## src/hdl/wtss_pkg.sv

```systemverilog
`timescale 1ns / 1ps
// Package for the weekly time switch schedule core.
// Holds sizes, word types, the controller state type and the id_trim helper; no dependencies.
package wtss_pkg;

  localparam int NUM_SLOTS      = 64;
  localparam int OUTPUT_ID_BITS = 10;
  localparam int SLOT_BITS      = (NUM_SLOTS > 1) ? $clog2(NUM_SLOTS) : 1;

  localparam int TIME_BITS   = 17;
  localparam int ACTION_BITS = 8;
  localparam int DAY_BITS    = 7;
  localparam int ID_IN_BITS  = 10;
  localparam int WDAY_BITS   = 3;
  localparam int ESLOT_BITS  = 6;

  localparam logic MODE_LOAD  = 1'b0;
  localparam logic MODE_QUERY = 1'b1;

  typedef struct packed {
    logic                   mode;
    logic [ESLOT_BITS-1:0]  entry_slot;
    logic [TIME_BITS-1:0]   entry_time;
    logic [ACTION_BITS-1:0] entry_action;
    logic [ID_IN_BITS-1:0]  entry_output;
    logic [DAY_BITS-1:0]    entry_days;
    logic [TIME_BITS-1:0]   now_seconds;
    logic [WDAY_BITS-1:0]   weekday;
    logic [ID_IN_BITS-1:0]  query_output;
  } in_word_t;

  typedef struct packed {
    logic                   matched;
    logic [ACTION_BITS-1:0] state_value;
    logic                   from_today;
  } out_word_t;

  // One table entry as kept in the slot memory
  typedef struct packed {
    logic [TIME_BITS-1:0]      sw_time;
    logic [ACTION_BITS-1:0]    action;
    logic [OUTPUT_ID_BITS-1:0] out_id;
    logic [DAY_BITS-1:0]       days;
  } slot_word_t;

  localparam int SLOT_WORD_BITS = $bits(slot_word_t);

  typedef enum logic [1:0] {
    S_IDLE,
    S_SCAN,
    S_DRAIN,
    S_FIN
  } state_t;

  // Output ids are compared in their low OUTPUT_ID_BITS bits
  function automatic logic [OUTPUT_ID_BITS-1:0] id_trim(input logic [ID_IN_BITS-1:0] v);
    logic [31:0] e;
    e = 32'(v);
    return e[OUTPUT_ID_BITS-1:0];
  endfunction

endpackage

```

## src/hdl/wtss_ram.sv

```systemverilog
`timescale 1ns / 1ps
// Generic simple dual-port RAM, one write and one registered read port.
// No dependencies.
module wtss_ram #(
  parameter int WIDTH = 8,
  parameter int DEPTH = 16
) (
  input  logic                                        clk,
  input  logic                                        wr_en,
  input  logic [((DEPTH > 1) ? $clog2(DEPTH) : 1)-1:0] wr_addr,
  input  logic [WIDTH-1:0]                            wr_data,
  input  logic                                        rd_en,
  input  logic [((DEPTH > 1) ? $clog2(DEPTH) : 1)-1:0] rd_addr,
  output logic [WIDTH-1:0]                            rd_data
);

  logic [WIDTH-1:0] mem [DEPTH];

  always_ff @(posedge clk) begin
    if (wr_en) begin
      mem[wr_addr] <= wr_data;
    end
    if (rd_en) begin
      rd_data <= mem[rd_addr];
    end
  end

endmodule

```

## src/hdl/weekly_time_switch_schedule_core.sv

```systemverilog
`timescale 1ns / 1ps
// Weekly time switch schedule: slot memory, valid bits, scan controller.
// Depends on wtss_pkg and wtss_ram.
//
//  channel  | handshake           | word
//  ---------+---------------------+-----------------------------------
//  in       | in_valid / in_ready | in_data  (load slot or query output)
//  out      | out_valid/out_ready | out_data (matched, state, from_today)
//
// A load is accepted and written, then its result is registered.
// A query makes one memory read per slot, then waits in S_DRAIN for the
// last read data, then registers the result.
// Reset clears the valid bits at once; the slot memory needs no clearing.
// A word is accepted whenever the controller is idle, even while an earlier
// result is still held; only the final step waits for out_ready.
module weekly_time_switch_schedule_core (
  input  logic              clk,
  input  logic              rst_n,
  input  logic              in_valid,
  output logic              in_ready,
  input  wtss_pkg::in_word_t  in_data,
  output logic              out_valid,
  input  logic              out_ready,
  output wtss_pkg::out_word_t out_data
);

  import wtss_pkg::*;

  state_t state_r, state_nxt;

  logic [NUM_SLOTS-1:0] slot_valid_r;
  logic [SLOT_BITS-1:0] scan_cnt_r;
  logic                 pend_r, pend_valid_r;

  logic [TIME_BITS-1:0]      q_now_r;
  logic [WDAY_BITS-1:0]      q_wday_r;
  logic [OUTPUT_ID_BITS-1:0] q_out_r;

  logic                   any_hit_r, today_hit_r;
  logic [ACTION_BITS-1:0] any_act_r, today_act_r;

  logic      out_valid_r;
  out_word_t out_data_r;

  logic       in_fire, load_ok, scan_last, fin_go, scan_en;
  logic [31:0] slot_ext;
  logic [SLOT_BITS-1:0] wr_addr;
  slot_word_t wr_word, rd_word;
  logic [SLOT_WORD_BITS-1:0] rd_raw;
  logic [DAY_BITS:0] days_ext;
  logic       id_hit, day_hit;
  out_word_t  res;

  assign in_fire   = in_valid && in_ready;
  assign slot_ext  = 32'(in_data.entry_slot);
  assign load_ok   = slot_ext < NUM_SLOTS;
  assign wr_addr   = slot_ext[SLOT_BITS-1:0];
  assign scan_last = scan_cnt_r == SLOT_BITS'(NUM_SLOTS - 1);

  assign wr_word.sw_time = in_data.entry_time;
  assign wr_word.action  = in_data.entry_action;
  assign wr_word.out_id  = id_trim(in_data.entry_output);
  assign wr_word.days    = in_data.entry_days;

  wtss_ram #(
    .WIDTH (SLOT_WORD_BITS),
    .DEPTH (NUM_SLOTS)
  ) u_slot_ram (
    .clk     (clk),
    .wr_en   (in_fire && in_data.mode == MODE_LOAD && load_ok),
    .wr_addr (wr_addr),
    .wr_data (wr_word),
    .rd_en   (scan_en),
    .rd_addr (scan_cnt_r),
    .rd_data (rd_raw)
  );

  assign rd_word = slot_word_t'(rd_raw);

  // Next state
  always_comb begin
    state_nxt = state_r;
    unique case (state_r)
      S_IDLE: begin
        if (in_fire) begin
          state_nxt = (in_data.mode == MODE_QUERY) ? S_SCAN : S_FIN;
        end
      end
      S_SCAN: begin
        if (scan_last) begin
          state_nxt = S_DRAIN;
        end
      end
      S_DRAIN: state_nxt = S_FIN;
      S_FIN: begin
        if (fin_go) begin
          state_nxt = S_IDLE;
        end
      end
      default: state_nxt = S_IDLE;
    endcase
  end

  // Controller outputs
  always_comb begin
    in_ready = 1'b0;
    scan_en  = 1'b0;
    fin_go   = 1'b0;
    unique case (state_r)
      S_IDLE:  in_ready = 1'b1;
      S_SCAN:  scan_en  = 1'b1;
      S_DRAIN: ;
      S_FIN:   fin_go   = !out_valid_r || out_ready;
      default: ;
    endcase
  end

  always_ff @(posedge clk) begin
    if (!rst_n) begin
      state_r <= S_IDLE;
    end else begin
      state_r <= state_nxt;
    end
  end

  // Valid bits
  always_ff @(posedge clk) begin
    if (!rst_n) begin
      slot_valid_r <= '0;
    end else if (in_fire && in_data.mode == MODE_LOAD && load_ok) begin
      slot_valid_r[wr_addr] <= 1'b1;
    end
  end

  // Scan address and read pipeline tag
  always_ff @(posedge clk) begin
    if (!rst_n) begin
      scan_cnt_r <= '0;
      pend_r     <= 1'b0;
    end else begin
      pend_r <= scan_en;
      if (in_fire) begin
        scan_cnt_r <= '0;
      end else if (scan_en) begin
        scan_cnt_r <= scan_cnt_r + SLOT_BITS'(1);
      end
    end
  end

  always_ff @(posedge clk) begin
    pend_valid_r <= slot_valid_r[scan_cnt_r];
    if (in_fire) begin
      q_now_r  <= in_data.now_seconds;
      q_wday_r <= in_data.weekday;
      q_out_r  <= id_trim(in_data.query_output);
    end
  end

  // Weekday 7 selects the padding zero, so nothing fires today
  assign days_ext = {1'b0, rd_word.days};
  assign day_hit  = days_ext[q_wday_r];
  assign id_hit   = pend_r && pend_valid_r && rd_word.out_id == q_out_r;

  // Later slots override earlier ones
  always_ff @(posedge clk) begin
    if (!rst_n) begin
      any_hit_r   <= 1'b0;
      today_hit_r <= 1'b0;
    end else if (in_fire) begin
      any_hit_r   <= 1'b0;
      today_hit_r <= 1'b0;
    end else if (id_hit) begin
      any_hit_r <= 1'b1;
      if (day_hit && rd_word.sw_time <= q_now_r) begin
        today_hit_r <= 1'b1;
      end
    end
  end

  always_ff @(posedge clk) begin
    if (id_hit) begin
      any_act_r <= rd_word.action;
      if (day_hit && rd_word.sw_time <= q_now_r) begin
        today_act_r <= rd_word.action;
      end
    end
  end

  always_comb begin
    res.matched    = any_hit_r || today_hit_r;
    res.from_today = today_hit_r;
    if (today_hit_r) begin
      res.state_value = today_act_r;
    end else if (any_hit_r) begin
      res.state_value = any_act_r;
    end else begin
      res.state_value = '0;
    end
  end

  // Result register
  always_ff @(posedge clk) begin
    if (!rst_n) begin
      out_valid_r <= 1'b0;
    end else if (fin_go) begin
      out_valid_r <= 1'b1;
    end else if (out_ready) begin
      out_valid_r <= 1'b0;
    end
  end

  always_ff @(posedge clk) begin
    if (fin_go) begin
      out_data_r <= res;
    end
  end

  assign out_valid = out_valid_r;
  assign out_data  = out_data_r;

  a_today_implies_any: assert property (@(posedge clk) disable iff (!rst_n)
    today_hit_r |-> any_hit_r)
    else $error("today hit without any-day hit");

  a_load_sets_valid: assert property (@(posedge clk) disable iff (!rst_n)
    (in_fire && in_data.mode == MODE_LOAD && load_ok) |=> slot_valid_r[$past(wr_addr)])
    else $error("loaded slot not marked valid");

  a_unmatched_zero: assert property (@(posedge clk) disable iff (!rst_n)
    (out_valid && !out_data.matched) |-> (out_data.state_value == '0 && !out_data.from_today))
    else $error("unmatched result carries data");

  a_scan_ends_in_drain: assert property (@(posedge clk) disable iff (!rst_n)
    (state_r == S_SCAN && scan_last) |=> (state_r == S_DRAIN && pend_r))
    else $error("scan did not end with last read pending");

  a_no_read_outside_scan: assert property (@(posedge clk) disable iff (!rst_n)
    (state_r == S_IDLE || state_r == S_FIN) |-> !scan_en)
    else $error("memory read outside scan");

endmodule
```

## config.mk

```make
export PLATFORM = sky130hd
export DESIGN_NAME = weekly_time_switch_schedule_core
export DESIGN_NICKNAME = d
export VERILOG_FILES = /design/src/hdl/wtss_pkg.sv /design/src/hdl/wtss_ram.sv /design/src/hdl/weekly_time_switch_schedule_core.sv
export SDC_FILE = /design/constraint.sdc
export NUM_CORES = 2
export LEC_CHECK = 0
export ABC_AREA = 1
export BUFFER_PORTS_ARGS = -buffer_cell sky130_fd_sc_hd__buf_2
export CAP_MARGIN = 20
export CORE_MARGIN = 5
export CORE_UTILIZATION = 50
export DETAILED_ROUTE_END_ITERATION = 12
export GPL_TIMING_DRIVEN = 0
export PLACE_DENSITY = 0.65
export REMOVE_ABC_BUFFERS = 1
export SYNTH_ARGS = -nofsm -noshare
export SYNTH_HDL_FRONTEND = slang
export SYNTH_HIERARCHICAL = 1
export SYNTH_SLANG_ARGS = --single-unit
```

## constraint.sdc

```tcl
create_clock -name clk -period 18.6 [get_ports clk]
set_input_delay 0.93 -clock clk [delete_from_list [all_inputs] [get_ports clk]]
set_output_delay 0.93 -clock clk [all_outputs]
set_load 0.01 [all_outputs]
```

==> results.yml <==
outcome:
  outcome: "finished, final reports clean"
pwr:
  pwr-share-clk_pct: 38.1
  p_int_mw: 10.9
  switching_power_mw: 3.71
  power_frac_comb_pct: 12.6
  irDropWorstVdd_v: 0.000100
  p_per_area_nw_per_um2: 112
  power_mw: 14.6
  power_frac_seq_pct: 49.3
  sw_frac_of_total_pct: 25.4
  leakage_nw: 45.4
drt:
  drt-total-wl_um: 325000
  drc: 0
  post_drt_via_cell_ratio: 5.96
  wl_per_cell_um: 25.4
  vias: 76400
  drtIter0Drc: 9603
  dr.pass1.iters: 6
  postRouteAntennaNets: 0
global_route:
  grt_antenna_before_repair: 5
  grt_max_degree: 228
  grt_pass1_vias: 71400
  grtUsageTotal_pct: 26.3
  grt_overflow: 0
  grt_pass1_wl_um: 473000
cells_and_area:
  final_layout_size_suffix_gt1_share_pct: 8.45
  fin_area_um2: 130000
  nets: 9679
  syn_to_final_growth_pct: 12.6
  final_util_pct: 56.6
  n_fill_cell: 17900
placement:
  dp_slack_ns: 13.92
  dpl-instance-area_um2: 121000
  dpl.hpwl_um: 189000
  port_buffers: 94
  gp_congestion: 0.787
setup_path:
  ff2ff_path_depth: 13
  worstPathArrival_ns: 5.62
  cp_max_fo: 227
  critPathLaunchType: "flip-flop"
  rrSetupSlack_ns: 13.78
  crit_start: "scan_cnt_r[0]"
  end_kind: "flip-flop"
  setup.worst_path.end: "u_slot_ram/rd_data[6]"
  r2r-end: "u_slot_ram/rd_data[6]"
  crit_type: "reg -> reg"
  cp_data_required_time_ns: 19.39
  timing.rr.start: "scan_cnt_r[0]"
logic_synthesis:
  yosys.cell_types.count: 38
  yosysWarningCount: 6
  synth-seq-area-share_pct: 73.6
  netlist_instances: 9537
  postSynthAreaPerCell_um2: 12.1
  synth_area_um2: 116000
  yosys_register_bits: 2863
sta:
  finalSetupViolCount: 0
  fin_crit_ns: 4.82
  rsz0062_at_grt: "no"
  max_freq_ghz: 0.207
  finClkSkew_ns: 0.0364
  fin_ws_ns: 13.78
  report.final.slew_viol_count: 0
  relSlewSlack_pct: 12.0
  tightest_slew_ns: 1.32
  hold_violations: 0
  post-route-period-util_pct: 25.9
  setup_tns_ns: 0
clock_network:
  cts.clk_slew.worst_paths_ns: 0.06
  cts_tree: "built"
  cts_resized: 0
  ctsHoldBuffers: 0
  cts_buffer_depth: 4
  postCtsSetupRepairBufs: 0
  cts.sinks: 2863
  cts_inserted_buffers: 296
  cts-root-buf: "clkbuf_16"
  htree_num_levels: 5
  clock_latency_ns: 0.94
floorplan:
  dieArea_um2: 241000
  num_io_pins: 95
  start_util_pct: 50.3
  coreArea_um2: 230000
  core.rowCount: 176
  die_h_um: 491
  die_w_um: 491
hold_path:
  min_path_type: "in -> reg"
flow_run:
  cap_violations: 0
-- cells in the mapped netlist (all sizes together) --
master	n	area, µm²
nand2	3096	11600
edfxtp	2786	83700
nand3	2527	12600
buf	508	3450
nor2	110	420
inv	109	422
clkbuf	105	394
a21oi	91	455
dfxtp	77	1540
o21ai	25	129
ha	22	275
nor4	16	220
o211ai	16	120
nor3	15	111
nand4	14	87.6
xor2	4	35.0
a41oi	3	26.3
clkinv	3	11.3
nand3b	3	22.5
a31oi	2	12.5
nor3b	2	15.0
mux2i	1	10.0
o21bai	1	7.51
o31ai	1	7.51
-- metrics by stage --
step	cells	hold WS, ns
6_report	12800	0.165
5_1_grt	12800	0.139
4_1_cts	12800	0.106
3_5_place_dp	12300	0.438
3_3_place_gp	12000	0.435
2_1_floorplan	8924	0.421
-- how the worst min path moves through the flow --
stage / from / end / cells past startpoint
after floorplan: u_slot_ram/rd_data[17] / any_act_r[0] / 0
after global placement: slot_valid_r[51] / slot_valid_r[51] / 2
after detailed placement: slot_valid_r[51] / slot_valid_r[51] / 2
after CTS: in_data[2] / q_out_r[2] / 1
after global routing: in_data[2] / q_out_r[2] / 1
final: in_data[10] / q_wday_r[0] / 1
-- critical path, stage by stage, from the launching register on --
cell and delay [ns]:
dfxtp_4 0.57, buf_16 0.33, inv_16 0.40, buf_16 0.56, buf_16 0.46, buf_16 0.43, nand2_1 0.13, nand3_1 0.11
nand3_1 0.09, nand3_1 0.11, nand3_1 0.13, nand2_1 0.17, nand2_1 0.08, nand2_1 0.12
-- final cells by class --
cell class	count	area, µm²	share of cell area, %
Clock inverter	144	1100	0.845
Timing Repair Buffer	352	5200	3.99
Antenna cell	2	5.00	0.00384
Multi-Input combinational cell	5949	26700	20.5
Inverter	112	477	0.366
Sequential cell	2863	85200	65.4
Tap cell	3026	3790	2.90
Clock buffer	366	7840	6.02
-- routing by layer --
metal  GRT usage [%]  wire [µm]  share of wire, %  up-vias
met2            42.9     156000                48     3999
met4            11.3      15200               4.7        0
met1            35.1     123000                38    37700
met5               0          0                 0        -
li1                -          -                 -    33900
met3            4.46      30700               9.4      788
-- flip-flops by register name, indices dropped and copies added, names as in the netlist, 2 cells and up --
register            count
q_now_r                17
state_r                 2
scan_cnt_r              6
out_data               10
slot_valid_r           64
q_wday_r                3
today_act_r             8
u_slot_ram/rd_data     42
q_out_r                10
any_act_r               8
u_slot_ram/mem       2688
-- logic make-up after synthesis --
group           share of synthesized area (%)
simple gates                             21.7
flops                                    73.6
buf+inv                                  3.70
compound gates                          0.655
fa+ha+maj                               0.238
xor+xnor                               0.0303
mux                                   0.00865
-- cells in the final DEF, fill, tap and decap left out, types with 53 or more instances in the layout --
cell type / n
nand2_1: 3096
edfxtp_1: 2786
nand3_1: 2527
clkbuf_16: 304
buf_12: 115
inv_1: 99
buf_2: 94
a21oi_1: 91
clkinv_1: 73
buf_4: 73
dfxtp_1: 71
buf_16: 67
clkbuf_1: 62
nor2_4: 57
nor2_1: 53
-- power by group through the flow --
stage | combinational [mW] | clock (mW) | sequential, mW
3_5_place_dp | 1.81 | 0 | 7.35
3_3_place_gp | 3.16 | 0 | 7.61
2_1_floorplan | 2.19 | 0 | 7.48
4_1_cts | 1.81 | 5.64 | 7.21
5_1_grt | 2.04 | 5.91 | 7.21
6_report | 1.84 | 5.57 | 7.21
(Power assumes the default switching activity.)
